[src/rtl/dpfq_pkg.sv]
// Shared types and codes for the double-ended priority FIFO queue.
// No dependencies; every other file in rtl/ uses this package.
`timescale 1ns / 1ps

package dpfq_pkg;

    localparam int AMOUNT_W = 20;
    localparam int ID_W     = 32;
    localparam int KIND_W   = 2;
    localparam int STATUS_W = 2;

    localparam logic [KIND_W-1:0] KIND_ARRIVE  = 2'd0;
    localparam logic [KIND_W-1:0] KIND_OLDEST  = 2'd1;
    localparam logic [KIND_W-1:0] KIND_RICHEST = 2'd2;

    localparam logic [STATUS_W-1:0] ST_SERVED = 2'd0;
    localparam logic [STATUS_W-1:0] ST_EMPTY  = 2'd1;
    localparam logic [STATUS_W-1:0] ST_FULL   = 2'd2;

    typedef struct packed {
        logic                valid;
        logic [AMOUNT_W-1:0] amount;
    } entry_t;

    typedef struct packed {
        logic [ID_W-1:0]     id;
        logic [STATUS_W-1:0] status;
    } result_t;

endpackage

[src/rtl/fifo_and_priority_dual_queue_top.sv]
// Channel        Dir  tdata                     tuser
// s_axis         in   [19:0] amount (pad 24)    [1:0] kind
// m_axis         out  [31:0] served_id          [1:0] status
//
// Arrival and kind 3 complete in the idle state with no result; an empty or full response
// goes through the done state to m_axis. Serve-oldest frees the head slot; serve-richest first
// scans all N occupied slots (one slot read a cycle). Both then skip the served slots at the
// head. A second result behind one waiting on m_axis stalls s_axis.
// s_axis_tready is high only while the sequencer is idle; a result waiting on m_axis
// does not block the next transaction. Reset is asynchronous and needs no clearing pass.
// Depends on dpfq_pkg, dpfq_ram, dpfq_ctrl.
`timescale 1ns / 1ps

module fifo_and_priority_dual_queue_top #(
    parameter int CAPACITY = 64
) (
    input  logic        clk,
    input  logic        rst_n,
    input  logic        s_axis_tvalid,
    output logic        s_axis_tready,
    input  logic [23:0] s_axis_tdata,   // [19:0] amount, [23:20] zero
    input  logic [1:0]  s_axis_tuser,   // [1:0] kind
    output logic        m_axis_tvalid,
    input  logic        m_axis_tready,
    output logic [31:0] m_axis_tdata,   // [31:0] served_id
    output logic [1:0]  m_axis_tuser    // [1:0] status
);

    localparam int SLOT_W = $clog2(CAPACITY);

    logic               res_valid;
    logic               res_ready;
    dpfq_pkg::result_t  res;
    logic               wr_en;
    logic [SLOT_W-1:0]  wr_addr;
    dpfq_pkg::entry_t   wr_data;
    logic               rd_en;
    logic [SLOT_W-1:0]  rd_addr;
    dpfq_pkg::entry_t   rd_data;

    logic               out_valid_reg;
    dpfq_pkg::result_t  out_data_reg;

    dpfq_ctrl #(
        .CAPACITY (CAPACITY),
        .SLOT_W   (SLOT_W)
    ) u_ctrl (
        .clk       (clk),
        .rst_n     (rst_n),
        .in_valid  (s_axis_tvalid),
        .in_ready  (s_axis_tready),
        .in_kind   (s_axis_tuser),
        .in_amount (s_axis_tdata[dpfq_pkg::AMOUNT_W-1:0]),
        .res_valid (res_valid),
        .res_ready (res_ready),
        .res       (res),
        .wr_en     (wr_en),
        .wr_addr   (wr_addr),
        .wr_data   (wr_data),
        .rd_en     (rd_en),
        .rd_addr   (rd_addr),
        .rd_data   (rd_data)
    );

    dpfq_ram #(
        .DEPTH  (CAPACITY),
        .ADDR_W (SLOT_W)
    ) u_ram (
        .clk     (clk),
        .wr_en   (wr_en),
        .wr_addr (wr_addr),
        .wr_data (wr_data),
        .rd_en   (rd_en),
        .rd_addr (rd_addr),
        .rd_data (rd_data)
    );

    assign res_ready = !out_valid_reg || m_axis_tready;

    always_ff @(posedge clk or negedge rst_n)
    begin
        if (!rst_n)
        begin
            out_valid_reg <= 1'b0;
            out_data_reg  <= '0;
        end
        else
        begin
            if (res_valid && res_ready)
            begin
                out_valid_reg <= 1'b1;
                out_data_reg  <= res;
            end
            else if (m_axis_tready)
            begin
                out_valid_reg <= 1'b0;
            end
        end
    end

    assign m_axis_tvalid = out_valid_reg;
    assign m_axis_tdata  = out_data_reg.id;
    assign m_axis_tuser  = out_data_reg.status;

endmodule

[src/rtl/dpfq_ram.sv]
// Slot store: one write port, one registered read port.
// Depends on dpfq_pkg for the entry type.
`timescale 1ns / 1ps

module dpfq_ram #(
    parameter int DEPTH  = 64,
    parameter int ADDR_W = 6
) (
    input  logic                clk,
    input  logic                wr_en,
    input  logic [ADDR_W-1:0]   wr_addr,
    input  dpfq_pkg::entry_t    wr_data,
    input  logic                rd_en,
    input  logic [ADDR_W-1:0]   rd_addr,
    output dpfq_pkg::entry_t    rd_data
);

    dpfq_pkg::entry_t mem [DEPTH];

    always_ff @(posedge clk)
    begin
        if (wr_en)
        begin
            mem[wr_addr] <= wr_data;
        end
        if (rd_en)
        begin
            rd_data <= mem[rd_addr];
        end
    end

endmodule

[src/rtl/dpfq_ctrl.sv]
// Sequencer and shared compare unit: arrivals, serves, richest scan, oldest skip.
// Depends on dpfq_pkg; drives the slot store in dpfq_ram.
`timescale 1ns / 1ps

module dpfq_ctrl #(
    parameter int CAPACITY = 64,
    parameter int SLOT_W   = 6
) (
    input  logic                                clk,
    input  logic                                rst_n,
    input  logic                                in_valid,
    output logic                                in_ready,
    input  logic [dpfq_pkg::KIND_W-1:0]         in_kind,
    input  logic [dpfq_pkg::AMOUNT_W-1:0]       in_amount,
    output logic                                res_valid,
    input  logic                                res_ready,
    output dpfq_pkg::result_t                   res,
    output logic                                wr_en,
    output logic [SLOT_W-1:0]                   wr_addr,
    output dpfq_pkg::entry_t                    wr_data,
    output logic                                rd_en,
    output logic [SLOT_W-1:0]                   rd_addr,
    input  dpfq_pkg::entry_t                    rd_data
);

    localparam int CNT_W = $clog2(CAPACITY + 1);
    localparam logic [SLOT_W-1:0] LAST_SLOT = SLOT_W'(CAPACITY - 1);
    localparam logic [dpfq_pkg::ID_W-1:0] CAP_ID = dpfq_pkg::ID_W'(CAPACITY);

    typedef enum logic [2:0] {
        S_IDLE,
        S_SCAN,
        S_SKIP_RD,
        S_SKIP_CHK,
        S_DONE
    } state_t;

    state_t                          state_reg, state_next;
    logic [dpfq_pkg::ID_W-1:0]       next_id_reg, next_id_next;
    logic [dpfq_pkg::ID_W-1:0]       oldest_id_reg, oldest_id_next;
    logic [SLOT_W-1:0]               next_slot_reg, next_slot_next;
    logic [SLOT_W-1:0]               oldest_slot_reg, oldest_slot_next;
    logic [CNT_W-1:0]                scan_left_reg, scan_left_next;
    logic [SLOT_W-1:0]               scan_slot_reg, scan_slot_next;
    logic [dpfq_pkg::ID_W-1:0]       scan_id_reg, scan_id_next;
    logic                            pend_reg, pend_next;
    logic [dpfq_pkg::ID_W-1:0]       pend_id_reg, pend_id_next;
    logic [SLOT_W-1:0]               pend_slot_reg, pend_slot_next;
    logic                            best_found_reg, best_found_next;
    logic [dpfq_pkg::AMOUNT_W-1:0]   best_amt_reg, best_amt_next;
    logic [dpfq_pkg::ID_W-1:0]       best_id_reg, best_id_next;
    logic [SLOT_W-1:0]               best_slot_reg, best_slot_next;
    dpfq_pkg::result_t               res_reg, res_next;

    logic [dpfq_pkg::ID_W-1:0]       span;
    logic                            accept;

    function automatic logic [SLOT_W-1:0] slot_inc(input logic [SLOT_W-1:0] s);
        return (s == LAST_SLOT) ? '0 : s + 1'b1;
    endfunction

    assign span      = next_id_reg - oldest_id_reg;
    assign in_ready  = (state_reg == S_IDLE);
    assign accept    = in_valid && in_ready;
    assign res_valid = (state_reg == S_DONE);
    assign res       = res_reg;

    always_comb
    begin
        state_next       = state_reg;
        next_id_next     = next_id_reg;
        oldest_id_next   = oldest_id_reg;
        next_slot_next   = next_slot_reg;
        oldest_slot_next = oldest_slot_reg;
        scan_left_next   = scan_left_reg;
        scan_slot_next   = scan_slot_reg;
        scan_id_next     = scan_id_reg;
        pend_next        = 1'b0;
        pend_id_next     = pend_id_reg;
        pend_slot_next   = pend_slot_reg;
        best_found_next  = best_found_reg;
        best_amt_next    = best_amt_reg;
        best_id_next     = best_id_reg;
        best_slot_next   = best_slot_reg;
        res_next         = res_reg;
        wr_en            = 1'b0;
        wr_addr          = next_slot_reg;
        wr_data          = '0;
        rd_en            = 1'b0;
        rd_addr          = oldest_slot_reg;

        unique case (state_reg)
            S_IDLE:
            begin
                if (accept)
                begin
                    unique case (in_kind)
                        dpfq_pkg::KIND_ARRIVE:
                        begin
                            if (span >= CAP_ID)
                            begin
                                res_next   = '{id: '0, status: dpfq_pkg::ST_FULL};
                                state_next = S_DONE;
                            end
                            else
                            begin
                                wr_en          = 1'b1;
                                wr_addr        = next_slot_reg;
                                wr_data        = '{valid: 1'b1, amount: in_amount};
                                next_id_next   = next_id_reg + 1'b1;
                                next_slot_next = slot_inc(next_slot_reg);
                            end
                        end
                        dpfq_pkg::KIND_OLDEST:
                        begin
                            if (span == '0)
                            begin
                                res_next   = '{id: '0, status: dpfq_pkg::ST_EMPTY};
                                state_next = S_DONE;
                            end
                            else
                            begin
                                wr_en      = 1'b1;
                                wr_addr    = oldest_slot_reg;
                                res_next   = '{id: oldest_id_reg, status: dpfq_pkg::ST_SERVED};
                                state_next = S_SKIP_RD;
                            end
                        end
                        dpfq_pkg::KIND_RICHEST:
                        begin
                            if (span == '0)
                            begin
                                res_next   = '{id: '0, status: dpfq_pkg::ST_EMPTY};
                                state_next = S_DONE;
                            end
                            else
                            begin
                                scan_left_next  = span[CNT_W-1:0];
                                scan_slot_next  = oldest_slot_reg;
                                scan_id_next    = oldest_id_reg;
                                best_found_next = 1'b0;
                                state_next      = S_SCAN;
                            end
                        end
                        default:
                        begin
                        end
                    endcase
                end
            end
            S_SCAN:
            begin
                if (scan_left_reg != '0)
                begin
                    rd_en          = 1'b1;
                    rd_addr        = scan_slot_reg;
                    pend_next      = 1'b1;
                    pend_id_next   = scan_id_reg;
                    pend_slot_next = scan_slot_reg;
                    scan_id_next   = scan_id_reg + 1'b1;
                    scan_slot_next = slot_inc(scan_slot_reg);
                    scan_left_next = scan_left_reg - 1'b1;
                end
                if (pend_reg && rd_data.valid
                    && (!best_found_reg || rd_data.amount > best_amt_reg))
                begin
                    best_found_next = 1'b1;
                    best_amt_next   = rd_data.amount;
                    best_id_next    = pend_id_reg;
                    best_slot_next  = pend_slot_reg;
                end
                if (scan_left_reg == '0 && !pend_reg)
                begin
                    wr_en      = 1'b1;
                    wr_addr    = best_slot_reg;
                    res_next   = '{id: best_id_reg, status: dpfq_pkg::ST_SERVED};
                    state_next = S_SKIP_RD;
                end
            end
            S_SKIP_RD:
            begin
                if (oldest_id_reg == next_id_reg)
                begin
                    state_next = S_DONE;
                end
                else
                begin
                    rd_en      = 1'b1;
                    rd_addr    = oldest_slot_reg;
                    state_next = S_SKIP_CHK;
                end
            end
            S_SKIP_CHK:
            begin
                if (rd_data.valid)
                begin
                    state_next = S_DONE;
                end
                else
                begin
                    oldest_id_next   = oldest_id_reg + 1'b1;
                    oldest_slot_next = slot_inc(oldest_slot_reg);
                    state_next       = S_SKIP_RD;
                end
            end
            S_DONE:
            begin
                if (res_ready)
                begin
                    state_next = S_IDLE;
                end
            end
            default:
            begin
                state_next = S_IDLE;
            end
        endcase
    end

    always_ff @(posedge clk or negedge rst_n)
    begin
        if (!rst_n)
        begin
            state_reg       <= S_IDLE;
            next_id_reg     <= dpfq_pkg::ID_W'(1);
            oldest_id_reg   <= dpfq_pkg::ID_W'(1);
            next_slot_reg   <= SLOT_W'(1 % CAPACITY);
            oldest_slot_reg <= SLOT_W'(1 % CAPACITY);
            scan_left_reg   <= '0;
            scan_slot_reg   <= '0;
            scan_id_reg     <= '0;
            pend_reg        <= 1'b0;
            pend_id_reg     <= '0;
            pend_slot_reg   <= '0;
            best_found_reg  <= 1'b0;
            best_amt_reg    <= '0;
            best_id_reg     <= '0;
            best_slot_reg   <= '0;
            res_reg         <= '0;
        end
        else
        begin
            state_reg       <= state_next;
            next_id_reg     <= next_id_next;
            oldest_id_reg   <= oldest_id_next;
            next_slot_reg   <= next_slot_next;
            oldest_slot_reg <= oldest_slot_next;
            scan_left_reg   <= scan_left_next;
            scan_slot_reg   <= scan_slot_next;
            scan_id_reg     <= scan_id_next;
            pend_reg        <= pend_next;
            pend_id_reg     <= pend_id_next;
            pend_slot_reg   <= pend_slot_next;
            best_found_reg  <= best_found_next;
            best_amt_reg    <= best_amt_next;
            best_id_reg     <= best_id_next;
            best_slot_reg   <= best_slot_next;
            res_reg         <= res_next;
        end
    end

    a_span_bound: assert property (@(posedge clk) disable iff (!rst_n)
        span <= CAP_ID)
        else $error("occupancy exceeds capacity");

    a_no_rw_clash: assert property (@(posedge clk) disable iff (!rst_n)
        !(wr_en && rd_en && wr_addr == rd_addr))
        else $error("read and write hit the same slot");

    a_scan_found: assert property (@(posedge clk) disable iff (!rst_n)
        (state_reg == S_SCAN && scan_left_reg == '0 && !pend_reg) |-> best_found_reg)
        else $error("richest scan ended without a candidate");

    a_unused_kind: assert property (@(posedge clk) disable iff (!rst_n)
        (accept && in_kind != dpfq_pkg::KIND_ARRIVE && in_kind != dpfq_pkg::KIND_OLDEST
         && in_kind != dpfq_pkg::KIND_RICHEST) |=> state_reg == S_IDLE && $stable(span))
        else $error("unused kind changed state");

endmodule
[config.mk]
export PLATFORM = sky130hd
export DESIGN_NAME = fifo_and_priority_dual_queue_top
export DESIGN_NICKNAME = d
export VERILOG_FILES = /design/src/rtl/dpfq_pkg.sv /design/src/rtl/fifo_and_priority_dual_queue_top.sv /design/src/rtl/dpfq_ram.sv /design/src/rtl/dpfq_ctrl.sv
export SDC_FILE = /design/constraint.sdc
export NUM_CORES = 2
export LEC_CHECK = 0
export BUFFER_PORTS_ARGS = -buffer_cell sky130_fd_sc_hd__clkbuf_2
export CAP_MARGIN = 5
export CORE_AREA = 5 5 398 400
export DETAILED_ROUTE_END_ITERATION = 16
export DIE_AREA = 0 0 403 405
export GPL_ROUTABILITY_DRIVEN = 1
export HOLD_SLACK_MARGIN = 0.1
export PLACE_DENSITY = 0.58
export SKIP_CTS_REPAIR_TIMING = 1
export SYNTH_ARGS = -nofsm -noshare
export SYNTH_HDL_FRONTEND = slang
export SYNTH_SLANG_ARGS = --single-unit
export TNS_END_PERCENT = 10
[constraint.sdc]
create_clock -name clk -period 13.9 [get_ports clk]
set_input_delay 2.78 -clock clk [delete_from_list [all_inputs] [get_ports clk]]
set_output_delay 2.78 -clock clk [all_outputs]
set_load 0.05 [all_outputs]
Word level (Yosys, flattened, before mapping)
Memory sizes are Yosys's and may differ from the RTL's. A register that Yosys moved wholly into a read port is not among the register bits.
Cells that the tools add are included.
- output and inout port bits: 36
- flip-flop bits (word level): 291
- bits in writable memories: 1344
- logic and storage cells: 143
- input port bits: 30
- memories kept: 1
- memories (memory ; words ; bits a word ; read ports ; clocked after memory_dff ; write ports ; line ; RTL):
    u_ram.mem ; 64 ; 21 ; 1 ; 1 ; 1 ; dpfq_ram.sv:18 ; dpfq_pkg::entry_t mem [DEPTH];
- magnitude comparators: 2
- muxes and demuxes: 65
- equal/unequal tests: 20
- reduce and logical (&&, ||, !) cells: 25
- $add $sub $neg: 8
- bitwise operators: 2
- operator list (operator ; count):
    34-bit 2-to-1 mux ; 5
    32-bit 2-to-1 mux ; 4
    34-bit one-hot mux with 3 select lines ; 1
    32-bit by 1-bit adder with 32-bit output, second input constant ; 3
    21-bit 2-to-1 mux ; 4
    6-bit 2-to-1 mux ; 13
    34-bit one-hot mux with 2 select lines ; 1
    32-bit one-hot mux with 2 select lines ; 1
    32-bit == test ; 1
    32-bit by 7-bit greater-or-equal comparator with 1-bit output, second input constant ; 1
    32-bit logical NOT ; 1
    32-bit subtractor ; 1
    7-bit 2-to-1 mux ; 4
    3-bit 2-to-1 mux ; 8
    6-bit one-hot mux with 2 select lines ; 2
    20-bit greater-than comparator ; 1
    6-bit by 1-bit adder with 6-bit output, second input constant ; 3
    6-bit == test, second input constant ; 3
    1-bit 2-to-1 mux ; 15
    3-bit one-hot mux with 5 select lines ; 1
    5-bit AND reduction ; 3
    7-bit one-hot mux with 2 select lines ; 1
    3-bit one-hot mux with 3 select lines ; 1
    2-bit by 1-bit inequality test with 1-bit output, second input constant ; 4
    22 further kinds ; 40

Depth between registers and ports, before layout
- depth in word-level cells: 8
- depth in mapped cells: 17
- mapped depth without buffers: 15

By module
From an unflattened synthesis, not the netlist that was laid out.
- cells, all modules: 3911
- area total of the unflattened synthesis: 68360.6 um^2
- modules (own cells, without submodules) (module ; cells each ; area each (um^2) ; instances ; seq. area each (um^2)):
    dpfq_ram ; 2193 ; 51942.3 ; 1 ; 40989.3
    dpfq_ctrl ; 1643 ; 14954.3 ; 1 ; 6411.1
    fifo_and_priority_dual_queue_top ; 75 ; 1463.9 ; 1 ; 875.8

Least setup slack after synthesis
No wires, ideal clock.
- path kind: register -> register
- from: reg u_ctrl.oldest_id_reg[0] (netlist bit)
- to: mem u_ram.mem[36][0] (netlist bit) (enable)
- arrival time: 6.413 ns
- stages on the path, launching flop included: 17
- path buffers: 2
- path slack: 7.035 ns
- clock period less this slack: 6.865 ns
- required time: 13.448 ns
- library setup time: 0.452 ns
- path through: dfstp_2 -> ha_1 -> inv_1 -> fa_1 -> a21o_1 -> a221o_1 -> and2_4 -> or4_1 -> a32o_1 -> nor4_4 -> nand4_4 -> o31ai_4 -> mux2_2 -> and2_1 -> buf_2 -> buf_6 -> nor4_1
- cells in the longest elaborated chain, start to end: 8
- elaborated cells on any way between the ends: 14
- those cells by class: 1 x add/sub; 1 x order compare; 11 x mux; 1 x reduce/logical
- RTL lines (item ; line ; RTL):
    start, declared ; dpfq_ctrl.sv:40 ; logic [dpfq_pkg::ID_W-1:0] oldest_id_reg, oldest_id_next;
    start signal, assigned ; dpfq_ctrl.sv:226 ; oldest_id_reg <= dpfq_pkg::ID_W'(1);
    start signal, assigned ; dpfq_ctrl.sv:245 ; oldest_id_reg <= oldest_id_next;
    32-bit subtractor (*) ; dpfq_ctrl.sv:62 ; assign span = next_id_reg - oldest_id_reg;
    32-bit by 7-bit greater-or-equal comparator with 1-bit output or 32-bit logical NOT (tied branches) ; dpfq_ctrl.sv:100, dpfq_ctrl.sv:116 ;
    1-bit 2-to-1 mux (on tied branches) ; dpfq_ctrl.sv:100, dpfq_ctrl.sv:116 ;
    1-bit one-hot mux with 2 select lines ; dpfq_ctrl.sv:97 ; unique case (in_kind)
    1-bit 2-to-1 mux ; dpfq_ctrl.sv:95 ; if (accept)
    1-bit one-hot mux with 2 select lines ; dpfq_ctrl.sv:92 ; unique case (state_reg)
    1-bit 2-to-1 mux ; dpfq_ram.sv:22 ; if (wr_en)
    1-bit 2-to-1 mux (implied by the code) ; dpfq_ram.sv:24 ; mem[wr_addr] <= wr_data;
    end, declared ; dpfq_ram.sv:18 ;
Mark *: on every way between the ends. The rest lies on a longest branch, timed or not.

Worst setup path after layout
- from: reg u_ctrl.oldest_id_reg[8] (netlist bit)
- to: mem u_ram.mem[33][16] (netlist bit) (enable)
The elaborated chain is that of the path after synthesis.

==> summary.txt <==
Power
  • Psw: 4.22 mW
  • VDD IR max: 248 uV
  • Power per cell area: 179 nW/um2
  • Combinational power share: 27.1%
  • Leak: 26.5 nW
  • Sw Ratio: 30.3%
  • Internal power: 9.69 mW
  • Clock power frac: 31.2%
  • Part of the power in registers: 41.7%

STA
  • WHS: 0.471 ns
  • Final setup fails: 0
  • Final setup TNS: 0 ns
  • Slew Limit Fails: 0
  • F_max: 149 MHz
  • Worst-Margin Slew: 1.26 ns
  • Clock skew: 0.0357 ns
  • Hold Fails Final Rpt: 0
  • Slew HR: 15.2%
  • Tmin final: 6.73 ns
  • Unrepaired setup endpoints after global routing: false
  • Tcrit/Tclk final: 48.4%

Floorplan
  • Die area: 163000 um2
  • Core box area: 155000 um2
  • Die width: 403 um
  • Row count: 145
  • Initial Utilization: 44.5%
  • I/O Pins: 66
  • Die height: 405 um

Placement
  • Post-DP HPWL: 96.4 mm
  • Number of port buffers: 61
  • Routability cong.: 0.886

Yosys
  • Syn Std Cell Area: 68900 um2
  • Synth top area cells: edfxtp_1, mux4_2, dfrtp_1
  • Synth Area in Compound Gates: 6.18%
  • Synth Area in XOR/XNOR: 0.979%
  • Synth Flop Type: edfxtp_1
  • Main combinational cell family by area after synthesis: multiplexers
  • Adder-cell share of the synthesized area: 1.14%
  • Flop and latch count out of synthesis: 1656
  • Post-Synth Simple-Gate Area: 6.29%
  • Mux cell area share after synthesis: 13.4%
  • Post-Synthesis Cells: 4143
  • Avg Cell Area, Syn: 16.6 um2
  • Number of synthesized flops with an enable pin: 1365
  • Netlist cell types: 93
  • Most common cell in the netlist: edfxtp_1
  • Synth Net Count: 4235
  • Register area share after synthesis: 70.1%
  • Syn. warnings: 0
  • Synth area leader: edfxtp_1
  • Post-synth top area share: 59.5%
  • Post-synth top cells: edfxtp_1, nand2_1, mux4_2
  • Async set-reset flop share out of synthesis: 17.6%

Worst setup path
  • Reg2reg start: u_ctrl.oldest_id_reg[8]
  • CP startpoint kind: flop
  • Reg2Reg Depth: 13
  • Worst R2R End: u_ram.mem[33][16]
  • Worst Path Required: 14.30 ns
  • Setup slack, reg-to-reg: 7.17 ns
  • Worst Setup SP: u_ctrl.oldest_id_reg[8]
  • Worst Path Class, Setup: reg2reg
  • Crit path capture: u_ram.mem[33][16]
  • Worst Path Max Fanout: 22
  • Setup crit end kind: flop
  • Crit path DAT: 7.13 ns

Clock network
  • Clock-pin slew on the worst setup and hold paths: 0.06 ns
  • Num CTS Buffers: 170
  • Worst-Skew Late Latency: 0.79 ns
  • Root buf cell: clkbuf_16
  • Clock sink count: 1656
  • CTS H-tree depth: 4
  • CTS tree: done
  • CTS Buffer Depth: 3

Route
  • Via Count: 37.6k
  • Total length of routed wires: 168 mm
  • DRC Markers: 0
  • Starting DRT DRC Count: 3244
  • Drt first pass iters: 6
  • DR vias/cell: 5.81
  • Antenna-violating nets left: 0
  • Avg WL per Cell: 25.9 um

Final layout
  • Area of the multi-input gates: 19700 um2
  • # fillers: 12.8k
  • Layout area overhead: 12.6%
  • Largest register FFs: 1344
  • Sequential cell area: 48300 um2
  • Layout Nets: 4366
  • Layout cells sized above 1: 23.1%
  • Post-Route Utilization: 50.1%

Global route
  • Grt ovf: 0
  • First-pass GRT wire length: 249 mm
  • Largest net degree at the start of global routing: 106
  • Initial antenna violation count: 2
  • Number of global-route vias before repair: 37.7k
  • Total global-route track usage: 20.4%

Hold path
  • Hold/Removal Path Class: reg2reg

Outcome
  • Outcome: finished clean

Job
  • Max-Cap Viols: 0
-- power groups by stage --
stage	registers, mW	logic (mW)	clock network [mW]
6_report	5.81	3.77	4.34
3_5_place_dp	5.91	3.84	0
3_3_place_gp	5.89	3.82	0
2_1_floorplan	5.91	2.75	0
5_1_grt	5.84	4.08	4.65
4_1_cts	5.80	3.85	4.44
-- routing by layer --
metal  global-route usage [%]  vias to the layer above  share of wire, %
met5                        0                        -                 0
met4                     6.58                        0               3.2
met3                     3.12                      266               4.7
met2                     34.2                      957                50
met1                     27.7                    19700                42
li1                         -                    16600                 -
-- metrics by stage --
step | setup WS, ns | area, um2 | power, mW | instances
after floorplan | 7.03 | 68900 | 8.66 | 4143
after global placement | 7.32 | 72300 | 9.72 | 6160
after detailed placement | 7.22 | 72300 | 9.75 | 6160
after CTS | 7.20 | 77600 | 14.1 | 6468
after global routing | 6.89 | 77600 | 14.6 | 6468
final | 7.17 | 77600 | 13.9 | 6470
-- kinds of logic (layout without fill, tap and decap cells) --
family                   Yosys count  in the layout
AND/OR/NAND/NOR                  897            897
other                              0              2
AO/OA/AOI/OAI                    634            634
XOR/XNOR                          77             77
multiplexers                     484            484
buffers and inverters            333            600
adder cells (fa/ha/maj)           62             62
flip-flops                      1656           1656
-- cell type report --
type | count | share of cell area [%]
clock inverters | 77 | 0.792
repair buffers | 198 | 1.80
multi-input cells | 2154 | 25.4
clock buffers | 231 | 6.02
well taps | 2058 | 3.32
diodes | 2 | 0.00645
inverters | 94 | 0.455
flip-flops and latches | 1656 | 62.2
-- worst min-delay path by stage --
stage	startpoint	to	slack, ns	cells past startpoint
after global placement	u_ctrl.pend_id_reg[19]	u_ctrl.pend_id_reg[19]	0.46	2
after detailed placement	u_ctrl.pend_id_reg[16]	u_ctrl.pend_id_reg[16]	0.46	2
after CTS	u_ctrl.pend_id_reg[16]	u_ctrl.pend_id_reg[16]	0.47	2
final	u_ctrl.pend_id_reg[16]	u_ctrl.pend_id_reg[16]	0.47	2
after floorplan	u_ctrl.pend_id_reg[16]	u_ctrl.pend_id_reg[16]	0.44	2
after global routing	u_ctrl.pend_id_reg[16]	u_ctrl.pend_id_reg[16]	0.49	2
-- cells in the final DEF (no fill, tap or decap), types with 61 or more instances in the layout --
cell type	instances
a211oi_1	113
a21oi_1	160
and2_1	88
buf_4	133
clkbuf_16	175
dfrtp_1	287
edfxtp_1	1365
ha_1	61
inv_1	94
mux2_2	129
mux4_2	336
nand2_1	409
nor2_1	80
o21ai_0	89
-- worst max-delay path, stage by stage (launching register included) --
cell       delay [ns]
dfrtp_1          0.47
inv_1            0.13
ha_1             0.48
nand4_1          0.25
a2111oi_1        0.59
a211oi_1         0.20
o211ai_1         0.33
and4b_1          0.24
nor4_1           0.26
o2111ai_1        0.45
o31ai_4          1.12
mux2_2           0.33
nand3_1          0.53
nor2_4           0.93
(Power assumes the default switching activity.)
